[src/rtl/core/gbn_ram.sv]
// ----------------------------------------------------------------------------
// gbn_ram
// Generic simple dual-port RAM, one write and one registered read port.
// ----------------------------------------------------------------------------
module gbn_ram #(
   parameter int WIDTH = 8,
   parameter int DEPTH = 64,
   localparam int ABITS = (DEPTH > 1) ? $clog2(DEPTH) : 1
) (
   input  logic             clock,
   input  logic             wr_en,
   input  logic [ABITS-1:0] wr_addr,
   input  logic [WIDTH-1:0] wr_data,
   input  logic             rd_en,
   input  logic [ABITS-1:0] rd_addr,
   output logic [WIDTH-1:0] rd_data
);

   logic [WIDTH-1:0] mem_ff [DEPTH];
   logic [WIDTH-1:0] rd_data_ff;

   always_ff @(posedge clock) begin
      if (wr_en) begin
         mem_ff[wr_addr] <= wr_data;
      end
      if (rd_en) begin
         rd_data_ff <= mem_ff[rd_addr];
      end
   end

   assign rd_data = rd_data_ff;

endmodule

[config.mk]
export PLATFORM = sky130hd
export DESIGN_NAME = gbn_ram
export DESIGN_NICKNAME = d
export VERILOG_FILES = /design/src/rtl/core/gbn_ram.sv
export SDC_FILE = /design/constraint.sdc
export NUM_CORES = 1
export LEC_CHECK = 0
export ABC_AREA = 1
export BUFFER_PORTS_ARGS = -buffer_cell sky130_fd_sc_hd__clkbuf_2
export CAP_MARGIN = 25
export CORE_MARGIN = 2
export CORE_UTILIZATION = 50
export DETAILED_ROUTE_END_ITERATION = 7
export GPL_TIMING_DRIVEN = 1
export PLACE_DENSITY = 0.68
export SYNTH_ARGS = -nofsm -noshare
export SYNTH_HDL_FRONTEND = slang
export SYNTH_SLANG_ARGS = --single-unit
[constraint.sdc]
create_clock -name clock -period 2.7 [get_ports clock]
set_input_delay 0.27 -clock clock [delete_from_list [all_inputs] [get_ports clock]]
set_output_delay 0.27 -clock clock [all_outputs]
set_load 0.05 [all_outputs]
Word-level counts from Yosys, hierarchy flattened --
Memories as Yosys holds them, arrays and structs flattened. A register that Yosys moved wholly into a read port is not among the register bits. Cells that the tools add are included.
Word-level totals: bits in registers 0, latch bits 0, RAM bits 512, ROM bits 0, output and inout bits 8, word-level logic and storage cells 3, memories kept 1
Memory list:
- mem_ff | depth 64, width 8, rd ports 1, clocked after memory_dff 1, write ports 1, line 19 | logic [WIDTH-1:0] mem_ff [DEPTH];
Cells by class: add/sub/neg operators 0, $mul 0, divide/modulo/power cells 0, $lt $le $gt $ge 0, eq/ne operators 0, shift-type cells 0, muxes and demuxes 2, bitwise gates (word level) 0, reduce and logical (&&, ||, !) cells 0
Operators with widths (number):
- 1-bit 2-to-1 mux | 2

Logic depth before layout (Yosys ltp) --
depth after elaboration 2, depth in mapped cells 12, depth with buffers taken out 9

Least setup slack after synthesis --
Ideal clock, no wire load.
path kind input to register, from input port wr_en, to memory mem_ff[48][0], enable pin, arrival 1.641 ns, data required time 2.305 ns, slack 0.664 ns, cell stages on the path 3, buffers on the path 1, cell sequence clkbuf_1 -> nand4_1 -> nor4_1
Between the ends: word-level cells in the longest chain between the ends 2
Ends and longest elaborated chain:
- start, declared | line 11 | input logic wr_en,
- 1-bit 2-to-1 mux | line 23 | if (wr_en) begin
- 1-bit 2-to-1 mux (implied by the code) | line 24 | mem_ff[wr_addr] <= wr_data;
- end, declared | line 19
Every way passes these cells.

Worst setup path in the final report --
from register rd_data_ff[5], in the netlist rd_data[5], read port of mem_ff, to output port rd_data[5]
RTL lines:
- start, declared | line 20 | logic [WIDTH-1:0] rd_data_ff;
- end, declared | line 16 | output logic [WIDTH-1:0] rd_data
No word-level cell between the ends.

==> out/summary.json <==
{
  "cts.sink_count": {"value": 520},
  "achievable-frequency": {"value": 0.611, "unit": "GHz"},
  "cp_slowest_stage_delay": {"value": 440, "unit": "ps"},
  "fin_crit": {"value": 1640, "unit": "ps"},
  "grt_start_max_net_pins": {"value": 112},
  "clock_network_latency_to_the_later_pin_of_the_worst_skew_pair": {"value": 590, "unit": "ps"},
  "cts_max_path_buffers": {"value": 3},
  "cts_buffers": {"value": 52},
  "cts_resized": {"value": 0},
  "crit_chain": {"value": "clkbuf_2"},
  "netlist_instances": {"value": 1805},
  "antenna_found_initial": {"value": 3},
  "coreArea": {"value": 42100, "unit": "um^2"},
  "critPathArrivalTime": {"value": 1370, "unit": "ps"},
  "critPathTopFamily": {"value": "flip-flops"},
  "syn_warnings": {"value": 0},
  "floorplan.initialDensity": {"value": 50.8, "unit": "%"},
  "crit_path_end_kind": {"value": "output pin"},
  "die_h": {"value": 211, "unit": "um"},
  "avgRoutedWirePerCell": {"value": 22.1, "unit": "um"},
  "io_pins": {"value": 31},
  "finalNonFillerCells": {"value": 2441},
  "grt_pass1_vias": {"value": 13100},
  "fp.dieArea": {"value": 44500, "unit": "um^2"},
  "drtPass1Iterations": {"value": 6},
  "slew-limit-headroom": {"value": 29.4, "unit": "%"},
  "place.detailed.instances": {"value": 2348},
  "setup_crit_start_kind": {"value": "flip-flop"},
  "synth_nets": {"value": 1828},
  "synth-seq-area-share": {"value": 72.9, "unit": "%"},
  "worst_hold_path_type": {"value": "in -> reg"},
  "floorplan.die.width": {"value": 211, "unit": "um"},
  "drt_drc_violations_left": {"value": 0},
  "critPathRequiredTime": {"value": 2430, "unit": "ps"},
  "yosys.area.top_type": {"value": "sky130_fd_sc_hd__edfxtp_1"},
  "clk_pin_slew_worst_paths": {"value": 60, "unit": "ps"},
  "dr.first_iter.drc_count": {"value": 1848},
  "yosysTopAreaCellShare": {"value": 72.9, "unit": "%"},
  "status": {"value": "finished clean"},
  "io_buffers": {"value": 30},
  "crit_fanout": {"value": 1},
  "post_cts.repair.setup_buffers": {"value": 0},
  "final-hold-violation-count": {"value": 0},
  "final-max-slew-violation-count": {"value": 0},
  "areaGrowthSynthToFinish": {"value": 11.9, "unit": "%"},
  "critical-path-slowest-cell": {"value": "sky130_fd_sc_hd__edfxtp_1"},
  "drive_above_1_share": {"value": 10.2, "unit": "%"},
  "syn-cell-area": {"value": 21400, "unit": "um^2"},
  "peakVddDrop": {"value": 0.488, "unit": "mV"},
  "leakagePower": {"value": 0.00873, "unit": "uW"},
  "grt-ovfl-total": {"value": 0},
  "first_pass_grt_wire_length": {"value": 80900, "unit": "um"},
  "crit_type": {"value": "reg -> out"},
  "clock-skew-final": {"value": 22.9, "unit": "ps"},
  "synth.lib_cells_used.distinct": {"value": 15},
  "period_share": {"value": 60.6, "unit": "%"},
  "worst_path_buffer_plus_inverter_count": {"value": 1},
  "clock_tree.htree_level_count": {"value": 2},
  "grt_util_all_layers": {"value": 24.5, "unit": "%"},
  "clk_root_buffer_cell": {"value": "sky130_fd_sc_hd__clkbuf_16"},
  "detailroute.via_count": {"value": 14000},
  "tightest_slew": {"value": 1060, "unit": "ps"},
  "avgSynthCellArea": {"value": 11.9, "unit": "um^2"},
  "pwr_cell_area": {"value": 718, "unit": "nW/um^2"},
  "setup-violations-final": {"value": 0},
  "wirelength": {"value": 53900, "unit": "um"},
  "final.setup.tns": {"value": 0, "unit": "ps"},
  "tritoncts": {"value": "yes"},
  "synth.ff_latch_count": {"value": 520},
  "antenna_left": {"value": 0},
  "finalWeightedCongestion": {"value": 0.914},
  "synth.area.top_cells": {"value": "sky130_fd_sc_hd__edfxtp_1 (73%), sky130_fd_sc_hd__nand2_1 (11%), sky130_fd_sc_hd__nand3_1 (10%)"},
  "via_per_inst": {"value": 5.73},
  "rows": {"value": 75},
  "rsz0062_at_grt": {"value": "false"},
  "dp_hpwl": {"value": 32600, "unit": "um"},
  "timing.max_cap.violations": {"value": 0},
  "design.final.nets": {"value": 1886},
  "hold_buffers": {"value": 0}
}
[kinds of logic (layout without fill, tap and decap cells)]
family	after synthesis	in the layout	synth area share (%)
buffers and inverters	125	220	4.01
and+or+nand+nor	1160	1160	23.1
DFF	520	520	72.9
other	0	2	0
[cell usage in the layout (no fill, tap or decap)]
master                       instances
sky130_fd_sc_hd__clkinvlp_4          1
sky130_fd_sc_hd__buf_4              72
sky130_fd_sc_hd__nor4_1              8
sky130_fd_sc_hd__nand4_1             9
sky130_fd_sc_hd__inv_2               1
sky130_fd_sc_hd__clkbuf_2           28
sky130_fd_sc_hd__nand3_1           439
sky130_fd_sc_hd__clkinv_2           12
sky130_fd_sc_hd__nand2_1           648
sky130_fd_sc_hd__diode_2             2
sky130_fd_sc_hd__inv_4               1
sky130_fd_sc_hd__inv_6               2
sky130_fd_sc_hd__buf_6               1
sky130_fd_sc_hd__clkinv_1            8
sky130_fd_sc_hd__clkbuf_16          53
sky130_fd_sc_hd__buf_16              1
sky130_fd_sc_hd__bufinv_16           6
sky130_fd_sc_hd__buf_12             15
sky130_fd_sc_hd__nor2_1             56
sky130_fd_sc_hd__clkinv_4            1
sky130_fd_sc_hd__inv_1               9
sky130_fd_sc_hd__edfxtp_1          520
sky130_fd_sc_hd__clkbuf_1            9
[stage by stage]
step                      area (um^2)  hold WS, ps  setup slack [ps]  util (%)  total power, uW
after global routing            24000         91.1              1050      56.9            17700
after floorplan                 21400          369               664         -             9810
after CTS                       24000         55.6              1040      56.9            17300
after global placement          22300          670               575      52.8            10200
after detailed placement        22300          682               558      52.9            10200
final                           24000         84.6              1060      56.9            17200
[cell usage after synthesis]
| library cell | n |
|---|---|
| sky130_fd_sc_hd__nand2_1 | 648 |
| sky130_fd_sc_hd__edfxtp_1 | 520 |
| sky130_fd_sc_hd__nand3_1 | 439 |
| sky130_fd_sc_hd__nor2_1 | 56 |
| sky130_fd_sc_hd__buf_2 | 37 |
| sky130_fd_sc_hd__buf_6 | 35 |
| sky130_fd_sc_hd__clkbuf_1 | 15 |
| sky130_fd_sc_hd__buf_4 | 14 |
| sky130_fd_sc_hd__buf_1 | 10 |
| sky130_fd_sc_hd__inv_1 | 10 |
| sky130_fd_sc_hd__nand4_1 | 9 |
| sky130_fd_sc_hd__nor4_1 | 8 |
| sky130_fd_sc_hd__buf_8 | 2 |
| sky130_fd_sc_hd__inv_2 | 1 |
| sky130_fd_sc_hd__inv_6 | 1 |
[registers in the layout, indices dropped and copies added, names as in the netlist]
name,count
mem_ff,512
rd_data,8
[worst paths after layout]
| check | start | slack (ps) | depth (start not counted) | to |
|---|---|---|---|---|
| setup reg to reg | mem_ff[31][5] | 1140 | 8 | rd_data[5] |
| setup / recovery | rd_data[5] | 1060 | 1 | rd_data[5] |
| hold reg to reg | mem_ff[0][6] | 910 | 8 | rd_data[6] |
| hold / removal | rd_en | 80 | 1 | rd_data[4] |
[area by class of cell]
type | count | area (um^2)
Antenna cell | 2 | 5.00
Clock buffer | 62 | 1360
Clock inverter | 29 | 295
Fill cell | 3427 | 18200
Inverter | 12 | 52.6
Multi-Input combinational cell | 1160 | 4950
Sequential cell | 520 | 15600
Tap cell | 539 | 674
Timing Repair Buffer | 117 | 1020
[power breakdown]
group / internal, uW / switching [uW] / total (uW) / leakage (uW)
Combinational: 282 / 830 / 1110 / 0.00322
Clock: 4140 / 2980 / 7120 / 0.000817
Sequential: 8950 / 22.5 / 8970 / 0.00469
[metal layers]
metal	vias up	track usage, %	share of wire (%)
li1	6479	-	-
met1	6761	35.0	42
met2	626	37.7	46
met3	107	4.83	8.8
met4	4	9.18	3.3
met5	-	0	0.050
No activity file was read; power rests on OpenSTA's default activity.
