==> config.mk <==
export PLATFORM = sky130hd
export DESIGN_NAME = gbn_scan
export DESIGN_NICKNAME = d
export VERILOG_FILES = /design/src/rtl/core/gbn_pkg.sv /design/src/rtl/core/gbn_scan.sv
export SDC_FILE = /design/constraint.sdc
export NUM_CORES = 2
export LEC_CHECK = 0
export BUFFER_PORTS_ARGS = -buffer_cell sky130_fd_sc_hd__buf_2
export CAP_MARGIN = 5
export CORE_ASPECT_RATIO = 0.8
export CORE_MARGIN = 3
export CORE_UTILIZATION = 29
export CTS_BUF_LIST = sky130_fd_sc_hd__clkbuf_16
export DETAILED_ROUTE_END_ITERATION = 16
export GPL_ROUTABILITY_DRIVEN = 0
export PLACE_DENSITY_LB_ADDON = 0.3
export SLEW_MARGIN = 20
export SYNTH_ARGS = -nofsm -noshare
export SYNTH_HDL_FRONTEND = slang
export SYNTH_SLANG_ARGS = --single-unit
==> constraint.sdc <==
create_clock -name clock -period 16.13 [get_ports clock]
set_clock_uncertainty 0.15 [all_clocks]
set_input_delay 0.8065 -clock clock [delete_from_list [all_inputs] [get_ports clock]]
set_output_delay 0.8065 -clock clock [all_outputs]
set_load 0.03 [all_outputs]
==> src/rtl/core/gbn_pkg.sv <==
// ----------------------------------------------------------------------------
// gbn_pkg
// Shared types and fixed constants of the greedy box suppression core.
// ----------------------------------------------------------------------------
package gbn_pkg;

   localparam int FIELD_BITS   = 16;
   localparam int THR_BITS     = 16;
   localparam int SLOT_BITS    = 6;
   localparam int REQ_DATA_W   = 4 * FIELD_BITS;
   localparam int REQ_USER_W   = 1;
   localparam int RSP_DATA_W   = 24;
   localparam int RSP_USER_W   = 2;

   // 0.45 with 16 fractional bits.
   localparam logic [THR_BITS-1:0] THR_RESET = 16'd29491;

   // Status reported by the compare pipeline to the sequencer.
   typedef struct packed {
      logic busy;
      logic hit;
   } gbn_scan_stat_type;

endpackage

==> src/rtl/core/gbn_scan.sv <==
// ----------------------------------------------------------------------------
// gbn_scan
// Compare pipeline: overlap of the current box with one stored box per cycle,
// then the cross-multiplied overlap test, folded into a sticky hit flag.
// ----------------------------------------------------------------------------
module gbn_scan #(
   parameter int COORD_BITS = 16
) (
   input  logic                      clock,
   input  logic                      reset,
   input  logic                      start,
   input  logic                      rd_fire,
   input  logic [4*COORD_BITS-1:0]   cur_box,
   input  logic [2*COORD_BITS-1:0]   cur_area,
   input  logic [gbn_pkg::THR_BITS-1:0] thr,
   input  logic [4*COORD_BITS-1:0]   kept_box,
   input  logic [2*COORD_BITS-1:0]   kept_area,
   output gbn_pkg::gbn_scan_stat_type stat
);
   import gbn_pkg::*;

   localparam int C  = COORD_BITS;
   localparam int AW = 2 * C;
   localparam int UW = 2 * C + 1;
   localparam int BW = UW + 17;

   logic signed [C-1:0] cx0, cy0, cx1, cy1, kx0, ky0, kx1, ky1;
   logic signed [C-1:0] lft, top, rgt, btm;
   logic signed [C:0]   dx, dy;
   logic [C-1:0]        iw_in, ih_in, iw_ff, ih_ff;
   logic [AW-1:0]       ka_ff;
   logic [AW-1:0]       inter2_in, inter2_ff, inter3_ff, inter4_ff;
   logic [UW-1:0]       asum_in, asum_ff;
   logic [UW-1:0]       uni_in, uni_ff;
   logic [UW-1:0]       phi_in, phi_ff;
   logic [31:0]         plo_in, plo_ff;
   logic                nz_ff;
   logic [BW-1:0]       lhs, rhs;
   logic                v0_ff, v1_ff, v2_ff, v3_ff, v4_ff;
   logic                hit_in, hit_ff;

   assign cx0 = cur_box[C-1:0];
   assign cy0 = cur_box[2*C-1:C];
   assign cx1 = cur_box[3*C-1:2*C];
   assign cy1 = cur_box[4*C-1:3*C];
   assign kx0 = kept_box[C-1:0];
   assign ky0 = kept_box[2*C-1:C];
   assign kx1 = kept_box[3*C-1:2*C];
   assign ky1 = kept_box[4*C-1:3*C];

   // Stage A: intersection edges from the RAM read data.
   always_comb begin
      lft   = (cx0 > kx0) ? cx0 : kx0;
      top   = (cy0 > ky0) ? cy0 : ky0;
      rgt   = (cx1 < kx1) ? cx1 : kx1;
      btm   = (cy1 < ky1) ? cy1 : ky1;
      dx    = (C+1)'(rgt) - (C+1)'(lft);
      dy    = (C+1)'(btm) - (C+1)'(top);
      iw_in = (dx > 0) ? dx[C-1:0] : '0;
      ih_in = (dy > 0) ? dy[C-1:0] : '0;
   end

   // Stage B: intersection area and sum of both areas.
   assign inter2_in = AW'(iw_ff) * AW'(ih_ff);
   assign asum_in   = UW'(cur_area) + UW'(ka_ff);

   // Stage C: union.
   assign uni_in = asum_ff - UW'(inter2_ff);

   // Stage D: threshold times union, split in a high and a low partial product.
   assign phi_in = UW'(thr) * UW'(uni_ff[UW-1:16]);
   assign plo_in = 32'(thr) * 32'(uni_ff[15:0]);

   // Stage E: intersection * 2^16 > threshold * union, ignored for empty union.
   assign lhs    = BW'(inter4_ff) << 16;
   assign rhs    = (BW'(phi_ff) << 16) + BW'(plo_ff);
   assign hit_in = hit_ff | (v4_ff & nz_ff & (lhs > rhs));

   always_ff @(posedge clock) begin
      if (reset) begin
         v0_ff  <= 1'b0;
         v1_ff  <= 1'b0;
         v2_ff  <= 1'b0;
         v3_ff  <= 1'b0;
         v4_ff  <= 1'b0;
         hit_ff <= 1'b0;
      end else begin
         v0_ff  <= rd_fire;
         v1_ff  <= v0_ff;
         v2_ff  <= v1_ff;
         v3_ff  <= v2_ff;
         v4_ff  <= v3_ff;
         hit_ff <= start ? 1'b0 : hit_in;
      end
   end

   always_ff @(posedge clock) begin
      iw_ff     <= iw_in;
      ih_ff     <= ih_in;
      ka_ff     <= kept_area;
      inter2_ff <= inter2_in;
      asum_ff   <= asum_in;
      inter3_ff <= inter2_ff;
      uni_ff    <= uni_in;
      inter4_ff <= inter3_ff;
      phi_ff    <= phi_in;
      plo_ff    <= plo_in;
      nz_ff     <= (uni_ff != '0);
   end

   assign stat.busy = v0_ff | v1_ff | v2_ff | v3_ff | v4_ff;
   assign stat.hit  = hit_ff;

endmodule

======== Word-level counts from Yosys, hierarchy flattened ========
Cells that the tools add are included.
cells by class
  add/sub/neg operators ................... 5
  $mul .................................... 3
  magnitude comparators ................... 7
  mux-type cells .......................... 4
  bitwise operators ....................... 7
  reduce and logical (&&, ||, !) cells .... 2
operator list
  kind                 number
  $mul 16x16->32       2
  $mux 16              4
  $add 49x32->50       1
  $gt 48x50->1         1
  $gt 17x1->1 const B  2
  $sub 16x16->17       2
  $add 32x32->33       1
  $mul 16x17->33       1
  $reduce_bool 33->1   1
  $sub 33x32->33       1
  $gt 16x16->1         2
  $lt 16x16->1         2
  $or 1x1->1           5
  $and 1x1->1          2
  $reduce_or 2->1      1
storage, ports and cells
  register bits after elaboration ......... 298
  bits of input ports ..................... 212
  output and inout port bits .............. 2
  word-level logic and storage cells ...... 45

======== Depth between registers and ports, before layout ========
  depth after elaboration ................. 4
  mapped depth ............................ 26
  gate-level depth less buffers ........... 24

======== Worst setup path before layout ========
No wires, ideal clock.
  path kind ............................... input to register
  start point ............................. input port thr[7] (netlist bit)
  end point ............................... register plo_ff[29]
  setup time .............................. 95 ps
  data arrival time ....................... 6722 ps
  slack ................................... 9163 ps
  stages on the path ...................... 24
  buffers on the path ..................... 2
  cell sequence ........................... clkbuf_1 > nand2_1 > fa_1 > inv_1 > fa_1 > inv_1 > fa_1 > inv_1 > fa_1 > fa_1 > inv_1 > fa_1 > inv_1 > ha_1 > clkbuf_1 > nand2_1 > or4_1 > a21oi_1 > nand4b_1 > a31oi_1 > nor3_1 > and2_1 > o21ai_0 > a221oi_1
on the way
  cells in the longest elaborated chain, start to end .. 1
ends and longest elaborated chain
  item                    line             text
  start: declaration      gbn_scan.sv:15   input logic [gbn_pkg::THR_BITS-1:0] thr,
  $mul 16x16->32          gbn_scan.sv:72   assign plo_in = 32'(thr) * 32'(uni_ff[15:0]);
  via plo_in[29]          gbn_scan.sv:36   logic [31:0] plo_in, plo_ff;
  end signal: assignment  gbn_scan.sv:107  plo_ff <= plo_in;
  end: declaration        gbn_scan.sv:36
The timed path passes the listed nets, and every way through them passes these cells.
A chain may end at the register's enable or synchronous reset.

======== Worst setup path in the final report ========
Same ends and word-level chain as after synthesis.

==> summary.txt <==
Cells and area
  – Seq. cell area: 5970 sq um
  – Layout area overhead: 10.7%
  – Share of cells above drive strength 1: 7.56%
  – Final Non-Filler Cells: 6,529
  – Commonest non-fill, non-tap cell in the layout: inv_1
  – Area of the multi-input gates: 31,300 sq um
  – Diodes inserted: 0
  – # fillers: 14,600
  – Design area: 45,100 sq um
  – Nets: 5,973
  – Most frequent cells in the layout: 797 x inv_1, 601 x fa_1, 519 x ha_1, 497 x nand2_1, 383 x and2_1

Drt
  – Via count: 30,200
  – DRT Pass-1 Iters: 5
  – DR vias/cell: 4.63
  – Average wire per standard cell: 16.3 um
  – WL final: 107,000 um
  – Drt drc: 0
  – Post-DRT Antenna Nets: 0
  – Initial DRC Count: 1,475

Timing
  – Fmax: 0.134 GHz
  – Slew HR: 21.4%
  – Fin. max-slew vios: 0
  – Fin crit share: 46.3%
  – Fin. Hold Viols: 0
  – Post-route minimum period: 7.47 ns
  – TNS Setup: 0 ns
  – Unrepaired setup endpoints after global routing: false
  – Slew @ Worst Pin: 1.15 ns
  – Final Setup Violations: 0

Synthesis
  – Seq cells post-synth: 298
  – Mapped cell area: 40,700 sq um
  – Number of flops mapped to enable cells by yosys: 0
  – Post-synth ARST share: 0%
  – Main flop type after synthesis: dfxtp_1
  – Cell count after synthesis: 4,498
  – Synth cell types: 68
  – Seq/Total Area, Yosys: 14.7%
  – Synthesized net count: 5,830
  – Syn Area/Cell: 9.05 sq um
  – Synth Warn #: 0

Placed design
  – Dpl hpwl: 84,600 um
  – Placed Instances: 6,462
  – DP Area: 43,800 sq um
  – Count of input and output buffers: 213

Clock network
  – Clk_lat worst skew: 0.58 ns
  – CTS resizes: 0
  – H-tree Lvls: 2
  – Clock Tree Buf Depth: 3
  – Setup Fix Bufs, Post-CTS: 0
  – Root Driver: clkbuf_16
  – Register clock-pin slew on the reported worst setup and hold paths: 0.06 ns
  – TritonCTS clock tree: done
  – Clock sink count: 298
  – CTS buffer count: 37
  – Count of hold buffers inserted by post-cts repair: 0

Die
  – Core Rows: 122
  – Die X: 425 um
  – Initial core utilization: 29.3%
  – Die height: 341 um
  – DIE AREA: 145,000 sq um
  – IO Pins: 214
  – CORE AREA: 139,000 sq um

Critical path
  – Critical Path End Type: flip-flop
  – Crit-path max FO: 33
  – Worst EP required: 16.44 ns
  – Crit path kind: in -> reg
  – Type of origin of the critical path: input pin
  – Worst EP arrival: 7.78 ns

Global routing
  – Via count of the first global-routing pass: 31,600
  – First-pass GRT wire length: 173,000 um
  – Initial antenna violation count: 2
  – Remaining Overflow, GRT: 0
  – GR Util All Layers: 14.9%
  – Largest net degree at the start of global routing: 35

Run
  – Max_cap viols: 0

Min path
  – Hold WC Path Type: in -> reg

Run status
  – Status: completed
-- state kept, by name, summed over array words and instances, names as in the netlist --
| register | cells |
|---|---|
| v0_ff | 1 |
| v4_ff | 1 |
| inter2_ff | 32 |
| iw_ff | 16 |
| inter4_ff | 32 |
| inter3_ff | 32 |
| hit_ff | 1 |
| nz_ff | 1 |
| ih_ff | 16 |
| phi_ff | 33 |
| uni_ff | 33 |
| asum_ff | 33 |
| plo_ff | 32 |
| ka_ff | 32 |
| v2_ff | 1 |
| v1_ff | 1 |
| v3_ff | 1 |
-- final timing paths --
check / start / endpoint / slack, ns / depth (start not counted)
worst min-delay path: kept_area[1] / ka_ff[1] / 0.17 / 1
worst min register to register: inter3_ff[25] / inter4_ff[25] / 0.17 / 0
worst max-delay path: thr[7] / plo_ff[29] / 8.66 / 23
worst max register to register: uni_ff[25] / phi_ff[31] / 8.91 / 21
-- cell families after synthesis --
family | count (synthesis) | share of synthesized area, %
compound gates | 591 | 9.70
fa+ha+maj | 1120 | 45.5
simple gates | 1318 | 16.2
mux | 53 | 1.36
buf+inv | 934 | 8.64
xor+xnor | 184 | 3.96
flops | 298 | 14.7
-- synthesized netlist by cell type, drive strengths merged, types with 14 or more instances --
cell / instances / area, sq um
inv: 792 / 2970
fa: 601 / 12000
ha: 519 / 6490
nand2: 497 / 1870
and2: 384 / 2400
dfxtp: 298 / 5970
a21oi: 167 / 836
nor2: 140 / 526
clkbuf: 137 / 514
xnor2: 128 / 1120
a21o: 96 / 721
o21ai: 90 / 454
xor2: 56 / 490
nor2b: 51 / 319
nand3: 44 / 220
o21a: 43 / 323
a211oi: 40 / 300
nor3: 39 / 195
nand2b: 37 / 231
mux2i: 33 / 330
and3: 28 / 175
nand4: 28 / 175
nor4: 25 / 156
mux2: 20 / 225
o21bai: 20 / 150
a22oi: 17 / 128
a221o: 16 / 160
or3: 14 / 87.6
-- stage by stage --
stage / hold slack [ns] / utilization, % / setup slack, ns
2_1_floorplan: 0.160 / - / 9.16
3_3_place_gp: 0.162 / 31.6 / 8.07
3_5_place_dp: 0.162 / 31.6 / 8.12
4_1_cts: 0.127 / 32.4 / 8.74
5_1_grt: 0.135 / 32.4 / 8.33
6_report: 0.172 / 32.4 / 8.66
-- per-layer routing --
| metal | global-route usage, % | routed length (um) | vias to the layer above |
|---|---|---|---|
| met4 | 3.78 | 2710 | 0 |
| met2 | 24.6 | 49200 | 648 |
| li1 | - | - | 14600 |
| met5 | 0 | 0 | - |
| met3 | 2.02 | 4680 | 132 |
| met1 | 20.4 | 50100 | 14900 |
-- area by class of cell --
| type | count | area share, % |
|---|---|---|
| multi-input combinational | 3266 | 69.4 |
| clock buffer | 38 | 2.11 |
| inverter | 792 | 6.60 |
| tap | 1860 | 5.16 |
| timing repair buffer | 246 | 2.91 |
| clock inverter | 29 | 0.619 |
| sequential | 298 | 13.2 |
-- worst max-delay path, cell delays in order --
cell,delay (ns)
buf_2,0.62
nand2_1,0.18
fa_1,0.58
inv_1,0.05
fa_1,0.50
inv_1,0.05
fa_1,0.54
inv_1,0.05
fa_1,0.46
fa_1,0.49
inv_1,0.05
fa_1,0.47
inv_1,0.05
ha_1,0.41
nand2_1,0.07
or4_1,0.59
a21oi_1,0.50
nand4b_1,0.21
a31oi_1,0.09
nor3_1,0.45
and2_1,0.19
o21ai_0,0.07
a221oi_1,0.26
Power is not shown: default switching activity piles up to over one toggle a cycle in this logic, so the estimate is an artifact.
